[config.mk]
export PLATFORM = sky130hd
export DESIGN_NAME = nec_ir_frame_pulse_encoder
export DESIGN_NICKNAME = d
export VERILOG_FILES = /design/src/nir_pkg.sv /design/src/nir_shift.sv /design/src/nec_ir_frame_pulse_encoder.sv
export SDC_FILE = /design/constraint.sdc
export NUM_CORES = 1
export LEC_CHECK = 0
export ABC_AREA = 1
export ABC_CLOCK_PERIOD_IN_PS = 2650
export BUFFER_PORTS_ARGS = -buffer_cell sky130_fd_sc_hd__clkbuf_2
export CELL_PAD_IN_SITES_DETAIL_PLACEMENT = 1
export CELL_PAD_IN_SITES_GLOBAL_PLACEMENT = 2
export CORE_MARGIN = 2
export CORE_UTILIZATION = 32
export DETAILED_ROUTE_END_ITERATION = 8
export HOLD_SLACK_MARGIN = 0.05
export PLACE_DENSITY_LB_ADDON = 0.1
export SETUP_SLACK_MARGIN = 0.1
export SYNTH_ARGS = -nofsm -noshare
export SYNTH_HDL_FRONTEND = slang
export SYNTH_HIERARCHICAL = 1
export SYNTH_SLANG_ARGS = --single-unit
[constraint.sdc]
create_clock -name clk -period 2.65 [get_ports clk]
set_input_delay 0.53 -clock clk [delete_from_list [all_inputs] [get_ports clk]]
set_output_delay 0.53 -clock clk [all_outputs]
set_load 0.05 [all_outputs]
[src/nir_pkg.sv]
`default_nettype none

package nir_pkg;

  localparam int unsigned MaxRepeatsDefault = 15;
  localparam int unsigned DataBits          = 32;
  localparam int unsigned BitCntW           = $clog2(DataBits);

  localparam logic [12:0] HdrMark   = 13'd4500;
  localparam logic [12:0] BitMark   = 13'd281;
  localparam logic [15:0] HdrSpace  = 16'd2250;
  localparam logic [15:0] OneSpace  = 16'd844;
  localparam logic [15:0] ZeroSpace = 16'd281;
  localparam logic [15:0] FirstGap  = 16'd20000;
  localparam logic [15:0] LaterGap  = 16'd48094;
  localparam logic [15:0] RptSpace  = 16'd1125;

  typedef struct packed {
    logic [15:0] address;
    logic        extended;
    logic [7:0]  command;
    logic [7:0]  repeats;
  } req_t;

  typedef struct packed {
    logic [12:0] mark_units;
    logic [15:0] space_units;
    logic        last;
    logic        error;
  } res_t;

  typedef struct packed {
    logic load;
    logic shift;
  } sh_ctl_t;

  typedef struct packed {
    logic data_bit;
    logic final_bit;
  } sh_stat_t;

endpackage

`default_nettype wire

[src/nir_shift.sv]
`default_nettype none

module nir_shift (
  input  wire                              clk,
  input  wire                              rst,
  input  nir_pkg::sh_ctl_t                 ctl,
  input  wire [nir_pkg::DataBits-1:0]      word,
  output nir_pkg::sh_stat_t                stat
);
  import nir_pkg::*;

  logic [DataBits-1:0] sreg;
  logic [BitCntW-1:0]  cnt;

  always_ff @(posedge clk) begin
    if (ctl.load) begin
      sreg <= word;
    end else if (ctl.shift) begin
      sreg <= {1'b0, sreg[DataBits-1:1]};
    end
  end

  always_ff @(posedge clk) begin
    if (rst) begin
      cnt <= '0;
    end else if (ctl.load) begin
      cnt <= '0;
    end else if (ctl.shift) begin
      cnt <= cnt + 1'b1;
    end
  end

  assign stat.data_bit  = sreg[0];
  assign stat.final_bit = (cnt == BitCntW'(DataBits - 1));

endmodule

`default_nettype wire

[src/nec_ir_frame_pulse_encoder.sv]
// The first mark/space pair appears in the cycle after a request is accepted.
// One pair per cycle; a request with R repeats gives 34 + 2*R pairs, and
// busy stays high for all pairs but the last; a new request is taken only when idle.
// The pace is set by the one-bit-per-cycle data shift register.
// A request with too many repeats gives one error result next cycle, busy stays low.
// Reset (rst, synchronous) returns the sequencer to idle and drops strobe at once.
`default_nettype none

module nec_ir_frame_pulse_encoder #(
  parameter int unsigned MAX_REPEATS = nir_pkg::MaxRepeatsDefault
) (
  input  wire            clk,
  input  wire            rst,
  input  wire            start,
  output logic           busy,
  input  nir_pkg::req_t  req,
  output logic           strobe,
  output nir_pkg::res_t  res
);
  import nir_pkg::*;

  localparam int unsigned RptW = $clog2(MAX_REPEATS + 2);

  typedef enum logic [2:0] {
    S_IDLE,
    S_BITS,
    S_CLOSE,
    S_RHDR,
    S_RMARK
  } state_t;

  state_t          state;
  logic [RptW-1:0] rem;
  logic            accept;
  logic            too_many;
  logic [7:0]      second_byte;
  logic [DataBits-1:0] word;
  sh_ctl_t         sh_ctl;
  sh_stat_t        sh_stat;

  assign accept      = start && (state == S_IDLE);
  assign busy        = (state != S_IDLE);
  assign too_many    = (req.repeats > 8'(MAX_REPEATS));
  assign second_byte = req.extended ? req.address[15:8] : ~req.address[7:0];
  assign word        = {~req.command, req.command, second_byte, req.address[7:0]};

  assign sh_ctl.load  = accept && !too_many;
  assign sh_ctl.shift = (state == S_BITS);

  nir_shift u_shift (
    .clk  (clk),
    .rst  (rst),
    .ctl  (sh_ctl),
    .word (word),
    .stat (sh_stat)
  );

  always_ff @(posedge clk) begin
    if (rst) begin
      state  <= S_IDLE;
      strobe <= 1'b0;
      rem    <= '0;
    end else begin
      strobe <= 1'b0;
      unique case (state)
        S_IDLE: begin
          if (accept) begin
            strobe <= 1'b1;
            if (too_many) begin
              res <= '{mark_units: '0, space_units: '0, last: 1'b1, error: 1'b1};
            end else begin
              res   <= '{mark_units: HdrMark, space_units: HdrSpace,
                         last: 1'b0, error: 1'b0};
              rem   <= req.repeats[RptW-1:0];
              state <= S_BITS;
            end
          end
        end
        S_BITS: begin
          strobe <= 1'b1;
          res    <= '{mark_units: BitMark,
                      space_units: sh_stat.data_bit ? OneSpace : ZeroSpace,
                      last: 1'b0, error: 1'b0};
          if (sh_stat.final_bit) begin
            state <= S_CLOSE;
          end
        end
        S_CLOSE: begin
          strobe <= 1'b1;
          if (rem == '0) begin
            res   <= '{mark_units: BitMark, space_units: '0, last: 1'b1, error: 1'b0};
            state <= S_IDLE;
          end else begin
            res   <= '{mark_units: BitMark, space_units: FirstGap,
                       last: 1'b0, error: 1'b0};
            state <= S_RHDR;
          end
        end
        S_RHDR: begin
          strobe <= 1'b1;
          res    <= '{mark_units: HdrMark, space_units: RptSpace, last: 1'b0, error: 1'b0};
          state  <= S_RMARK;
        end
        S_RMARK: begin
          strobe <= 1'b1;
          rem    <= rem - 1'b1;
          if (rem == RptW'(1)) begin
            res   <= '{mark_units: BitMark, space_units: '0, last: 1'b1, error: 1'b0};
            state <= S_IDLE;
          end else begin
            res   <= '{mark_units: BitMark, space_units: LaterGap,
                       last: 1'b0, error: 1'b0};
            state <= S_RHDR;
          end
        end
        default: begin
          state <= S_IDLE;
        end
      endcase
    end
  end

  a_last_ends_busy: assert property (@(posedge clk) disable iff (rst)
    strobe |-> (busy == !res.last))
    else $error("busy does not match the last flag of the emitted pair");

  a_accept_emits: assert property (@(posedge clk) disable iff (rst)
    (start && !busy) |=> strobe)
    else $error("accepted request produced no pair in the next cycle");

  a_error_shape: assert property (@(posedge clk) disable iff (rst)
    (strobe && res.error) |-> (res.last && (res.mark_units == '0) && !busy))
    else $error("error result is malformed or the block stayed busy");

  a_load_idle: assert property (@(posedge clk) disable iff (rst)
    sh_ctl.load |=> (state == S_BITS))
    else $error("data shift register loaded without entering the bit phase");

endmodule

`default_nettype wire
# After elaboration in Yosys (flattened, before gate mapping)
# Cells that the tools add are included.
# W data, S select, Z words.
[totals] regBits=77 input_bits=36 output_inout_bits=33
[op_classes] add_sub_neg=2 magnitude_cmp=1 n_eq_ne=9 muxes=20 bitwise=3 n_reduce_logical=14
[ops] operator="$pmux W31 S5" n=1
[ops] operator="$mux W32" n=2
[ops] operator="$mux W31" n=2
[ops] operator="$mux W18" n=1
[ops] operator="$mux W17" n=1
[ops] operator="$not A8 Y8" n=2
[ops] operator="$pmux W3 S5" n=1
[ops] operator="$mux W10" n=1
[ops] operator="$mux W5" n=2
[ops] operator="$pmux W5 S2" n=1
[ops] operator="$mux W3" n=3
[ops] operator="$reduce_and A3 Y1" n=3
[ops] operator="$gt A8 B4 Y1 const B" n=1
[ops] operator="$mux W8" n=1
[ops] operator="$eq A3 B2 Y1 const B" n=2
[ops] operator="$add A5 B1 Y5 const B" n=1
[ops] operator="$eq A5 B1 Y1 const B" n=1
[ops] operator="$eq A5 B5 Y1 const B" n=1
[ops] operator="$logic_not A5 Y1" n=1
[ops] operator="$reduce_bool A5 Y1" n=1
[ops] operator="$sub A5 B1 Y5 const B" n=1
[ops] operator="$mux W2" n=2
[ops] operator="$ne A2 B2 Y1 const B" n=2
[ops] operator="$reduce_bool A2 Y1" n=2
[ops] operator="other kinds (12)" n=13

# Depth between registers and ports, before layout
[depth] depth_word=4 ltp_mapped=10 mapped_depth_nobuf=8

# By module
# Netlist, hierarchy kept.
[modules_own_cells] module="nir_shift" instances=1 cells_each=167 area_each_um2=1689.1 seq_area_each_um2=1061.0
[modules_own_cells] module="nec_ir_frame_pulse_encoder" instances=1 cells_each=174 area_each_um2=1440.1 seq_area_each_um2=690.7

# Worst setup path after synthesis
# Ideal clock, no wire load.
[synth_path] path_type="register to register" start="reg state[0]" end="reg u_shift.sreg[0], enable pin" setup_time_ps=389 arrival_ps=2084 required_time_ps=2261 path_slack_ps=177 stages_incl_launch_ff=10 synth_period_minus_slack_ps=2473 path_cell_list="dfxtp_1 > inv_1 > nand2_1 > nor2_2 > inv_1 > nor2_1 > buf_6 > inv_6 > buf_6 > nand2_1"
[synth_lines] item="from (decl)" line_no="nec_ir_frame_pulse_encoder.sv:32" source="state_t state;"
[synth_lines] item="from (signal assigned)" line_no="nec_ir_frame_pulse_encoder.sv:60" source="state <= S_IDLE;"
[synth_lines] item="from (signal assigned)" line_no="nec_ir_frame_pulse_encoder.sv:75" source="state <= S_BITS;"
[synth_lines] item="from (signal assigned)" line_no="nec_ir_frame_pulse_encoder.sv:85" source="state <= S_CLOSE;"
[synth_lines] item="to (signal assigned)" line_no="nir_shift.sv:17" source="sreg <= word;"
[synth_lines] item="to (signal assigned)" line_no="nir_shift.sv:19" source="sreg <= {1'b0, sreg[DataBits-1:1]};"
[synth_lines] item="to (decl)" line_no="nir_shift.sv:12" source="logic [DataBits-1:0] sreg;"

# Worst setup path in the final report
[layout_path] start="reg state[1]" end="out busy"
[layout_between] elab_chain_len=1
[layout_lines] item="$reduce_bool A3 Y1" line_no="nec_ir_frame_pulse_encoder.sv:42" source="assign busy = (state != S_IDLE);"
[layout_lines] item="to (decl)" line_no="nec_ir_frame_pulse_encoder.sv:15" source="output logic busy,"
# No other way between the ends.

==> results.cfg <==
[worst_setup_path]
worstReg2RegEnd = u_shift/sreg[18]$_DFFE_PP_
worstSetupPathType = flip-flop to primary output
crit_buf_inv = 3
cp_slowest_cell = dfxtp_1
worstRegToRegCells = 8
timing.rr.start = state[1]$_SDFFE_PP0P_
crit_cells = 5
endpoint_kind = primary output
cp-startpoint = state[1]$_SDFFE_PP0P_
rrSetupSlack_ns = 0.75
cp_data_required_time_ns = 2.12
endpoint = busy
crit_path_max_fanout = 4
cp.arrival_ns = 1.40
cp_top_family = buffers and inverters
crit_chain = inv_2 -> nand2_1 -> nor2_2 -> inv_1 -> clkbuf_2
slowest_delay_ns = 0.43
start_kind = flip-flop

[power_and_ir_drop]
p_leak_nw = 1.73
vdd_drop_max_mv = 0.258
power-per-cell-area_nw_per_um2 = 829

[synthesis]
yosysMostFrequentCell = nand2_1
ys_ff_latch = 63
yosysTopAreaCellShare_pct = 47.0
ys_async_sr_fraction_pct = 0
syn_area_um2 = 3130
synth_warnings = 6
ys_seq_area_share_pct = 56.0
synth_edf_count = 49
syn_area_per_cell_um2 = 9.18
synth_cells = 341
netlist_top_cells_count = nand2_1 (130), edfxtp_1 (49), inv_1 (27), nor2_1 (20)
synthDistinctLibCells = 29
synth_top_area_cell = edfxtp_1
yosys-top-cells-area = edfxtp_1 (47%), nand2_1 (16%), dfxtp_1 (9.0%)
ys.flop_type = edfxtp_1

[final_layout]
n_fill_cell = 1199
final_area_um2 = 3640
regArea_um2 = 1750
drive_gt1_share_pct = 27.8
multiInputGateArea_um2 = 1060
n_antenna_cell = 0
synthToLayoutAreaGrowth_pct = 16.4
nets = 439

[clock_tree]
clk_latency_ns = 0.34
cts_resized = 0
clk_pin_slew_worst_paths_ns = 0.07
clock_path_buffers = 2
cts_htree_levels = 3
post_cts_buffers = 0
clock-root-buffer = clkbuf_8
hold_buffers = 0
cts_sinks = 63
numCtsBuffers = 9
cts_tree = yes

[detailed_routing]
ant_nets = 0
wl_per_cell_um = 11.9
drt-total-wl_um = 6360
drc = 0
drtIter0Drc = 33
drt_pre_antenna_iters = 5
num_vias = 2301
viasPerCell = 4.29

[floorplanning]
pin_count = 69
fp.dieW_um = 103
die_height_um = 103
core_area_um2 = 9640
start_util_pct = 32.5
fp.dieArea_um2 = 10600
row_count = 36

[sta]
slew_violations = 0
worst_hold_slack_ns = 0.467
fin_crit_ns = 1.93
rsz0062_at_grt = no
setup_tns_ns = 0
setup_viol = 0
finalClockSkew_ns = 0.00964
fmax_ghz = 0.517
hold_viol = 0
worst_slack_ns = 0.716
finalCritPeriodShare_pct = 73.0

[status]
outcome = finished clean

[placement]
pre_cts_ws_ns = 0.478
hpwl_um = 4710
port_buffers = 62
routabilityCongestion = 0.735
place_area_um2 = 3450

[global_route]
track_usage_pct = 12.7
grt_pass1_vias = 2140
grt_max_degree = 34
grt.overflow.total = 0
grt_first_pass_wirelength_um = 10300
antenna_found_initial = 0

[min_path]
hold_class = input port to flip-flop

[run]
cap_violations = 0
==> cells in the final DEF, fill, tap and decap left out, types with 2 or more instances in the layout <==
cell      instances
edfxtp_1         49
o21ai_0          16
nor2_2            6
nor2_1           19
clkbuf_2         62
nand2_2          12
nand3_2           4
inv_2             3
clkinv_2          3
nand3_1           9
ha_1              5
buf_4             4
a21oi_1           9
inv_1            27
conb_1            6
clkbuf_8         10
nand2_1         130
nand2_4           2
dfxtp_1          14
==> kinds of logic after synthesis <==
family | Yosys count | synth area share, %
xor gates and xnor gates | 1 | 0.280
AOI/OAI and AO/OA | 29 | 5.00
other | 1 | 0.120
and+or+nand+nor | 185 | 25.9
buffers and inverters | 57 | 10.8
DFF | 63 | 56.0
adders and majority gates | 5 | 2.00
==> layout make-up <==
type                            instances  share of cell area, %
Tap cell                              133                   4.57
Timing Repair Buffer                   66                   9.35
Clock buffer                           11                   3.88
Sequential cell                        63                   48.1
Multi-Input combinational cell        226                   29.2
Clock inverter                          5                   1.34
Inverter                               32                   3.57
==> registers in the layout, summed over array words and instances, names as in the netlist <==
register      flops
u_shift/sreg     32
u_shift/cnt       5
strobe            1
state             3
rem               5
res              17
==> where the power goes <==
part,total [W],internal (W),switching [W]
clock network,0.000813,0.000452,0.000361
registers,0.00138,0.00130,0.0000764
logic,0.000826,0.000218,0.000608
==> worst min-delay path, cell delays in order <==
cell	delay, ns
clkbuf_2	0.09
nand2_1	0.07
a21oi_1	0.06
==> per-layer routing <==
layer  wire length, um  track usage, %  part of all wire, %
met5                 0               0                    0
met4               110            6.07                  1.7
met3               296            2.64                  4.7
met2              2960            20.2                   46
met1              2990            16.6                   47
==> worst min path at each step <==
stage                                    from                         to  slack [ns]  cells past startpoint
after detailed placement  rem[4]$_SDFFE_PP0P_        rem[4]$_SDFFE_PP0P_        0.47                      2
after floorplan           rem[4]$_SDFFE_PP0P_        rem[4]$_SDFFE_PP0P_        0.44                      2
after global routing                  req[18]  u_shift/sreg[1]$_DFFE_PP_        0.49                      3
after global placement    rem[4]$_SDFFE_PP0P_        rem[4]$_SDFFE_PP0P_        0.45                      2
final                                   start          strobe$_SDFF_PP0_        0.47                      3
after CTS                               start          strobe$_SDFF_PP0_        0.45                      3
==> per-stage QoR <==
stage          total power [W]  util, %  instances
4_1_cts                0.00307     37.8        536
3_3_place_gp           0.00223     35.8        520
2_1_floorplan          0.00206        -        346
3_5_place_dp           0.00224     35.8        520
6_report               0.00302     37.8        536
5_1_grt                0.00320     37.8        536
Note: power is estimated with default switching activity, not from simulation.
